<file path="src/hw/rtl/rdde_pkg.sv">
`timescale 1ns / 1ps
`default_nettype none

package rdde_pkg;

    typedef enum logic [1:0] {
        OP_PUSH    = 2'd0,
        OP_REVERSE = 2'd1,
        OP_DELETE  = 2'd2,
        OP_EMIT    = 2'd3
    } op_t;

    typedef enum logic [1:0] {
        KIND_ELEMENT = 2'd0,
        KIND_EMPTY   = 2'd1,
        KIND_ERROR   = 2'd2
    } kind_t;

    localparam int unsigned VALUE_W = 31;

    typedef struct packed {
        op_t                  op;
        logic [VALUE_W-1:0]   value;
    } cmd_t;

    typedef struct packed {
        kind_t                kind;
        logic [VALUE_W-1:0]   element;
        logic                 last;
        logic                 overflowed;
    } res_t;

    typedef enum logic {
        ST_RUN   = 1'b0,
        ST_DRAIN = 1'b1
    } state_t;

endpackage : rdde_pkg

`default_nettype wire

</file>
<file path="src/hw/rtl/reversible_deque_drop_engine.sv">
// Ring-buffer deque with a logical direction flag.
// Command channel (cmd_valid, cmd_stall, cmd): push, reverse, delete or emit.
// Result channel (res_valid, res_stall, res): items produced by an emit only.
// Push, reverse and delete take effect in the cycle they are accepted, and
// the block takes one such command per cycle while no drain is running.
// An emit with the error set, or with an empty store, puts one result in the
// output register on the next edge. Otherwise the block drains the store in
// logical order, one synchronous memory read per cycle through the single read
// port while the output path is not stalled; the command channel stays stalled
// until the last element is read, and each element passes through the read stage
// and then the output register.
// All deque state returns to empty when an emit is accepted, so commands that
// follow only write entries the drain has already read.
// An emit is held off while earlier results still occupy the output path.
// When the receiver stalls, the output register and a one-entry read stage
// hold their items and the drain pauses; nothing is lost or repeated.
// Reset clears pointers, count and flags; the memory contents are not cleared.
`timescale 1ns / 1ps
`default_nettype none

module reversible_deque_drop_engine
    import rdde_pkg::*;
#(
    parameter int unsigned DEPTH = 64
)
(
    input  wire logic clk,
    input  wire logic rst_n,
    input  wire logic cmd_valid,
    output logic      cmd_stall,
    input  wire cmd_t cmd,
    output logic      res_valid,
    input  wire logic res_stall,
    output res_t      res
);

    localparam int unsigned AW = (DEPTH > 1) ? $clog2(DEPTH) : 1;
    localparam int unsigned CW = $clog2(DEPTH + 1);

    function automatic logic [AW-1:0] ptr_inc(input logic [AW-1:0] p);
        return (p == AW'(DEPTH - 1)) ? '0 : p + AW'(1);
    endfunction

    function automatic logic [AW-1:0] ptr_dec(input logic [AW-1:0] p);
        return (p == '0) ? AW'(DEPTH - 1) : p - AW'(1);
    endfunction

    logic [VALUE_W-1:0] ring_mem [DEPTH];
    logic [VALUE_W-1:0] rdata_reg;

    state_t             state_reg, state_next;
    logic [AW-1:0]      head_reg, head_next;
    logic [AW-1:0]      tail_reg, tail_next;
    logic [CW-1:0]      fill_reg, fill_next;
    logic               rev_reg, rev_next;
    logic               err_reg, err_next;
    logic               ovf_reg, ovf_next;

    logic [AW-1:0]      drain_ptr_reg, drain_ptr_next;
    logic [CW-1:0]      drain_left_reg, drain_left_next;
    logic               drain_rev_reg, drain_rev_next;
    logic               drain_ovf_reg, drain_ovf_next;

    logic               st_valid_reg, st_valid_next;
    logic               st_last_reg, st_last_next;
    logic               st_ovf_reg, st_ovf_next;

    logic               out_valid_reg, out_valid_next;
    res_t               out_data_reg, out_data_next;

    logic               out_take;
    logic               cmd_fire;
    logic               rd_en;
    logic               wr_en;
    logic               emit_direct;
    logic               emit_drain;

    assign out_take = !out_valid_reg || !res_stall;
    assign cmd_fire = cmd_valid && !cmd_stall;
    assign emit_direct = cmd_fire && (cmd.op == OP_EMIT) && (err_reg || fill_reg == '0);
    assign emit_drain  = cmd_fire && (cmd.op == OP_EMIT) && !err_reg && fill_reg != '0;
    assign wr_en = cmd_fire && (cmd.op == OP_PUSH) && (fill_reg != CW'(DEPTH));

    // Next state.
    always_comb
    begin
        state_next = state_reg;
        case (state_reg)
            ST_RUN:
            begin
                if (emit_drain)
                begin
                    state_next = ST_DRAIN;
                end
            end
            ST_DRAIN:
            begin
                if (rd_en && drain_left_reg == CW'(1))
                begin
                    state_next = ST_RUN;
                end
            end
            default:
            begin
                state_next = ST_RUN;
            end
        endcase
    end

    // Handshake and memory read control.
    always_comb
    begin
        cmd_stall = 1'b0;
        rd_en     = 1'b0;
        case (state_reg)
            ST_RUN:
            begin
                // An emit needs the whole output path empty or emptying.
                cmd_stall = (cmd.op == OP_EMIT) && (st_valid_reg || !out_take);
            end
            ST_DRAIN:
            begin
                cmd_stall = 1'b1;
                rd_en     = !st_valid_reg || out_take;
            end
            default:
            begin
                cmd_stall = 1'b1;
            end
        endcase
    end

    // Deque bookkeeping and result path.
    always_comb
    begin
        head_next       = head_reg;
        tail_next       = tail_reg;
        fill_next       = fill_reg;
        rev_next        = rev_reg;
        err_next        = err_reg;
        ovf_next        = ovf_reg;
        drain_ptr_next  = drain_ptr_reg;
        drain_left_next = drain_left_reg;
        drain_rev_next  = drain_rev_reg;
        drain_ovf_next  = drain_ovf_reg;
        st_valid_next   = st_valid_reg;
        st_last_next    = st_last_reg;
        st_ovf_next     = st_ovf_reg;
        out_valid_next  = out_valid_reg;
        out_data_next   = out_data_reg;

        if (cmd_fire)
        begin
            case (cmd.op)
                OP_PUSH:
                begin
                    if (fill_reg == CW'(DEPTH))
                    begin
                        ovf_next = 1'b1;
                    end
                    else
                    begin
                        tail_next = ptr_inc(tail_reg);
                        fill_next = fill_reg + CW'(1);
                    end
                end
                OP_REVERSE:
                begin
                    rev_next = !rev_reg;
                end
                OP_DELETE:
                begin
                    if (!err_reg)
                    begin
                        if (fill_reg == '0)
                        begin
                            err_next = 1'b1;
                        end
                        else
                        begin
                            if (rev_reg)
                            begin
                                tail_next = ptr_dec(tail_reg);
                            end
                            else
                            begin
                                head_next = ptr_inc(head_reg);
                            end
                            fill_next = fill_reg - CW'(1);
                        end
                    end
                end
                OP_EMIT:
                begin
                    drain_ptr_next  = rev_reg ? ptr_dec(tail_reg) : head_reg;
                    drain_left_next = fill_reg;
                    drain_rev_next  = rev_reg;
                    drain_ovf_next  = ovf_reg;
                    head_next       = '0;
                    tail_next       = '0;
                    fill_next       = '0;
                    rev_next        = 1'b0;
                    err_next        = 1'b0;
                    ovf_next        = 1'b0;
                end
                default:
                begin
                end
            endcase
        end

        if (rd_en)
        begin
            drain_ptr_next  = drain_rev_reg ? ptr_dec(drain_ptr_reg) : ptr_inc(drain_ptr_reg);
            drain_left_next = drain_left_reg - CW'(1);
        end

        // Output register: drained element first, else a direct emit result.
        if (st_valid_reg && out_take)
        begin
            out_valid_next             = 1'b1;
            out_data_next.kind         = KIND_ELEMENT;
            out_data_next.element      = rdata_reg;
            out_data_next.last         = st_last_reg;
            out_data_next.overflowed   = st_ovf_reg;
        end
        else if (emit_direct)
        begin
            out_valid_next             = 1'b1;
            out_data_next.kind         = err_reg ? KIND_ERROR : KIND_EMPTY;
            out_data_next.element      = '0;
            out_data_next.last         = 1'b1;
            out_data_next.overflowed   = ovf_reg;
        end
        else if (out_take)
        begin
            out_valid_next = 1'b0;
        end

        if (rd_en)
        begin
            st_valid_next = 1'b1;
            st_last_next  = (drain_left_reg == CW'(1));
            st_ovf_next   = drain_ovf_reg;
        end
        else if (out_take)
        begin
            st_valid_next = 1'b0;
        end
    end

    // Writes happen only in the run state and reads only while draining, and the
    // drain reads entries that the emit has already released, so no forwarding.
    always_ff @(posedge clk)
    begin
        if (wr_en)
        begin
            ring_mem[tail_reg] <= cmd.value;
        end
        if (rd_en)
        begin
            rdata_reg <= ring_mem[drain_ptr_reg];
        end
    end

    always_ff @(posedge clk or negedge rst_n)
    begin
        if (!rst_n)
        begin
            state_reg      <= ST_RUN;
            head_reg       <= '0;
            tail_reg       <= '0;
            fill_reg       <= '0;
            rev_reg        <= 1'b0;
            err_reg        <= 1'b0;
            ovf_reg        <= 1'b0;
            drain_left_reg <= '0;
            st_valid_reg   <= 1'b0;
            out_valid_reg  <= 1'b0;
        end
        else
        begin
            state_reg      <= state_next;
            head_reg       <= head_next;
            tail_reg       <= tail_next;
            fill_reg       <= fill_next;
            rev_reg        <= rev_next;
            err_reg        <= err_next;
            ovf_reg        <= ovf_next;
            drain_left_reg <= drain_left_next;
            st_valid_reg   <= st_valid_next;
            out_valid_reg  <= out_valid_next;
        end
    end

    always_ff @(posedge clk)
    begin
        drain_ptr_reg <= drain_ptr_next;
        drain_rev_reg <= drain_rev_next;
        drain_ovf_reg <= drain_ovf_next;
        st_last_reg   <= st_last_next;
        st_ovf_reg    <= st_ovf_next;
        out_data_reg  <= out_data_next;
    end

    assign res_valid = out_valid_reg;
    assign res       = out_data_reg;

    // The deque is already empty for new commands while a drain runs.
    a_drain_cleared: assert property (@(posedge clk) disable iff (!rst_n)
        (state_reg == ST_DRAIN) |-> (fill_reg == '0 && !err_reg))
        else $error("deque state not cleared during drain");

    a_read_lands: assert property (@(posedge clk) disable iff (!rst_n)
        rd_en |=> st_valid_reg)
        else $error("memory read did not land in the read stage");

    a_stage_holds: assert property (@(posedge clk) disable iff (!rst_n)
        (st_valid_reg && out_valid_reg && res_stall) |=> (st_valid_reg && $stable(rdata_reg)))
        else $error("read stage lost its item under stall");

    a_status_last: assert property (@(posedge clk) disable iff (!rst_n)
        (out_valid_reg && out_data_reg.kind != KIND_ELEMENT) |-> out_data_reg.last)
        else $error("empty or error result not marked last");

    a_no_emit_overlap: assert property (@(posedge clk) disable iff (!rst_n)
        (cmd_fire && cmd.op == OP_EMIT) |-> !st_valid_reg)
        else $error("emit accepted while drained items remain in flight");

endmodule : reversible_deque_drop_engine

`default_nettype wire

</file>
<file path="config.mk">
export PLATFORM = sky130hd
export DESIGN_NAME = reversible_deque_drop_engine
export DESIGN_NICKNAME = d
export VERILOG_FILES = /design/src/hw/rtl/rdde_pkg.sv /design/src/hw/rtl/reversible_deque_drop_engine.sv
export SDC_FILE = /design/constraint.sdc
export NUM_CORES = 2
export LEC_CHECK = 0
export BUFFER_PORTS_ARGS = -buffer_cell sky130_fd_sc_hd__buf_2
export CAP_MARGIN = 20
export CORE_MARGIN = 1.5
export CORE_UTILIZATION = 59
export CTS_CLUSTER_SIZE = 40
export DETAILED_ROUTE_END_ITERATION = 10
export GPL_TIMING_DRIVEN = 0
export HOLD_SLACK_MARGIN = 0.02
export PLACE_DENSITY = 0.8
export SETUP_SLACK_MARGIN = 0.4
export SYNTH_ARGS = -nofsm -noshare
export SYNTH_HDL_FRONTEND = slang
export SYNTH_SLANG_ARGS = --single-unit
</file>
<file path="constraint.sdc">
create_clock -name clk -period 4.25 [get_ports clk]
set_input_delay 1.0625 -clock clk [delete_from_list [all_inputs] [get_ports clk]]
set_output_delay 1.0625 -clock clk [all_outputs]
set_load 0.01 [all_outputs]
</file>
==> metrics <==
status=finished clean; antenna violations before repair=8; share of layout cells above drive strength 1=0.223; library cell with the largest summed area after synthesis=edfxtp_1; Initial DRC Count=between 7000 and 8000; Vias=44200; cell area after synthesis=80800 um2; share of power burned in registers=0.408; mean post-synth cell area=between 20 and 25 um2; final routed wirelength across all metal layers=221000 um; drc violations=0; leakage dissipation=between 0.02 and 0.03 uW; sequential cell area fraction in the yosys report=0.776; min Tclk post-route=~4 ns; yosys synthesis warning count=0; global routing usage summed across all routing layers=0.318; clock latency on the worst-skew pair=approximately 0.86 ns; number of library cell types mapped by synthesis=slightly below 80; switching power of the nets=~19000 uW; internal power of the cells=39400 uW; number of instances in the synthesized netlist=3987; count leader, synth=edfxtp_1; TritonCTS Buffers=about 190; post-detailed-placement half-perimeter wirelength=136000 um; Post-CTS Hold Buffers=0; nets=4400; Seq cells post-synth=roughly 2100; initial cell density of the core=0.595; Detail Route Antenna Nets=0; Post-Route Skew=approximately 0.042 ns; Setup crit start kind=register; footprint of the flip-flops and latches=62600 um2; buffer depth of the longest clock path=3; fraction of synthesized cell area taken by the top area cell type=0.765; maximum number of pins on one net before global-route repair=between 60 and 70; Chip Width=about 370 um; number of I/O port buffers=73; area of the die=between 100000 and 150000 um2; power share of the combinational group=0.288; largest driver fanout on the critical path=10; switching power share of the total=0.320; top cells by area in the synthesized netlist=edfxtp_1, mux4_2, mux2i_1, a22oi_1, dfrtp_1; uppermost layer routed=met5; CTS clk-pin slew, worst paths=about 0.070 ns; area of combinational cells with multiple inputs=17300 um2; growth of design area from synthesis to finish=14.2%; area of the placeable core=between 100000 and 150000 um2; Final Total Pwr=~58000 uW; Top Ports=74; class of the most critical setup path=reg -> reg; asr flop ratio synth=0.0153; Clock Root Buffer=clkbuf_16; number of enable-type register cells in the synthesized netlist=2058; H-tree level count=4; actual transition at the worst max-transition pin=1.18 ns; clock tree from TritonCTS=done; wire length of the first global-routing pass=around 310000 um; utilization after layout=0.680; Post-Synthesis Net Count=between 4000 and 5000; most used standard cells in the synthesized netlist=edfxtp_1, mux2i_1, mux4_2; first-pass detailed-route iteration total=6; routed length on met2=about 100000 um; number of flip-flops in the largest register=~2000; remaining max-slew budget at the tightest pin=0.216; number of global-route vias before repair=between 40000 and 50000; power density cells=628 nW/um2; crit end category=register; worst min-delay path class=in -> async; number of fill cells=around 7900; clock sink total=2092; Hold Fails Final Rpt=0; final worst path period share=0.941; die extent in y=between 300 and 400 um; routed wl met3=roughly 29000 um; endpoint required time on the critical path=about 4.8 ns; IR Drop Worst-Case VDD=roughly 520 uV; WL per Instance=35.1 um; routed length on met1=~75000 um; data arrival time at the worst-slack endpoint=around 4.5 ns; Max Cap Viol=0; number of setup violations in the final report=0; number of placement rows=135; Max Fclk=between 0.2 and 0.3 GHz; via-per-instance ratio=7.03; Overflow after GRT=0; clock network power share=0.305; unrepaired setup endpoints after global routing=no; final-report max-slew violation count=0; final weighted congestion of routability-driven global placement=0.913; dominant register cell in the synthesized netlist=edfxtp_1
## power by group through the flow
| stage | clock network, uW | registers [uW] | logic (uW) |
|---|---|---|---|
| after floorplan | 0 | 24000 | 9960 |
| after global placement | 0 | 24000 | 15400 |
| after detailed placement | 0 | 24000 | 15900 |
| after CTS | 17600 | 23600 | 16300 |
| after global routing | 18400 | 23600 | 17100 |
| final | 17600 | 23600 | 16700 |
## cell families after synthesis
kind of cell               after synthesis  synth area share
xor gates and xnor gates                 6          0.000651
buffers and inverters                  248            0.0163
adders and majority gates               11           0.00170
AOI/OAI and AO/OA                      528            0.0459
DFF                                   2092             0.776
muxes                                  698             0.135
and+or+nand+nor                        404            0.0253
## stage by stage
| stage | hold WS (ns) | area (um2) | setup slack, ns | setup TNS (ns) | std cells |
|---|---|---|---|---|---|
| CTS | 0.282 | 92100 | 0.473 | 0 | 6286 |
| detailed placement | 0.416 | 85700 | 0.240 | 0 | 5929 |
| global placement | 0.407 | 83400 | -1.69 | -2451.02 | 5841 |
| finish | 0.293 | 92200 | 0.251 | 0 | 6295 |
| floorplan | 0.400 | 80800 | 0.463 | 0 | 3987 |
| global route | 0.336 | 92200 | 0.403 | 0 | 6295 |
## metal layers
layer	vias to the layer above	track usage
li1	17300	-
met1	22500	0.420
met4	8	0.170
met3	683	0.0818
met5	-	0
met2	3794	0.490
## final cells by class
class	count	share of cell area
clock buffer	229	0.0552
sequential	2092	0.679
antenna	1	0.0000271
inverter	18	0.000732
multi-input combinational	1647	0.188
timing repair buffer	169	0.0255
clock inverter	128	0.0140
buffer	230	0.0136
tap	1781	0.0242
## cells in the final DEF, fill, tap and decap left out, types with 69 or more instances in the layout
master     instances
clkbuf_1         108
mux4_2           309
buf_2            163
mux2i_1          378
clkbuf_16        199
edfxtp_1        2058
a22oi_1          148
a211oi_1          69
a21oi_1           77
buf_12            87
nand2_1           99
## repair_timing
action	4_1_cts	5_1_grt
gates resized for setup	1	2
setup endpoints to repair	1	2
buffers inserted	0	0
## path summary, 6_finish.rpt
check / startpoint / to / slack [ns] / cells past startpoint
setup / recovery: drain_ptr_reg[0] / rdata_reg[17] / 0.25 / 9
setup reg to reg: drain_ptr_reg[0] / rdata_reg[17] / 0.25 / 9
max in group asynchronous: rst_n / head_reg[3] / 3.46 / 1
min in group clk: drain_ovf_reg / st_ovf_reg / 0.43 / 0
hold reg to reg: drain_ovf_reg / st_ovf_reg / 0.43 / 0
hold / removal: rst_n / st_valid_reg / 0.29 / 1
## critical path, stage by stage (launching register included)
cell and delay, ns:
edfxtp_1 0.38, buf_6 0.22, buf_6 0.26, buf_6 0.28, or3b_1 0.42, clkbuf_1 0.53
o22ai_1 0.15, a211oi_1 0.75, a21oi_1 0.29, and3_1 0.39
(Power assumes the default switching activity.)
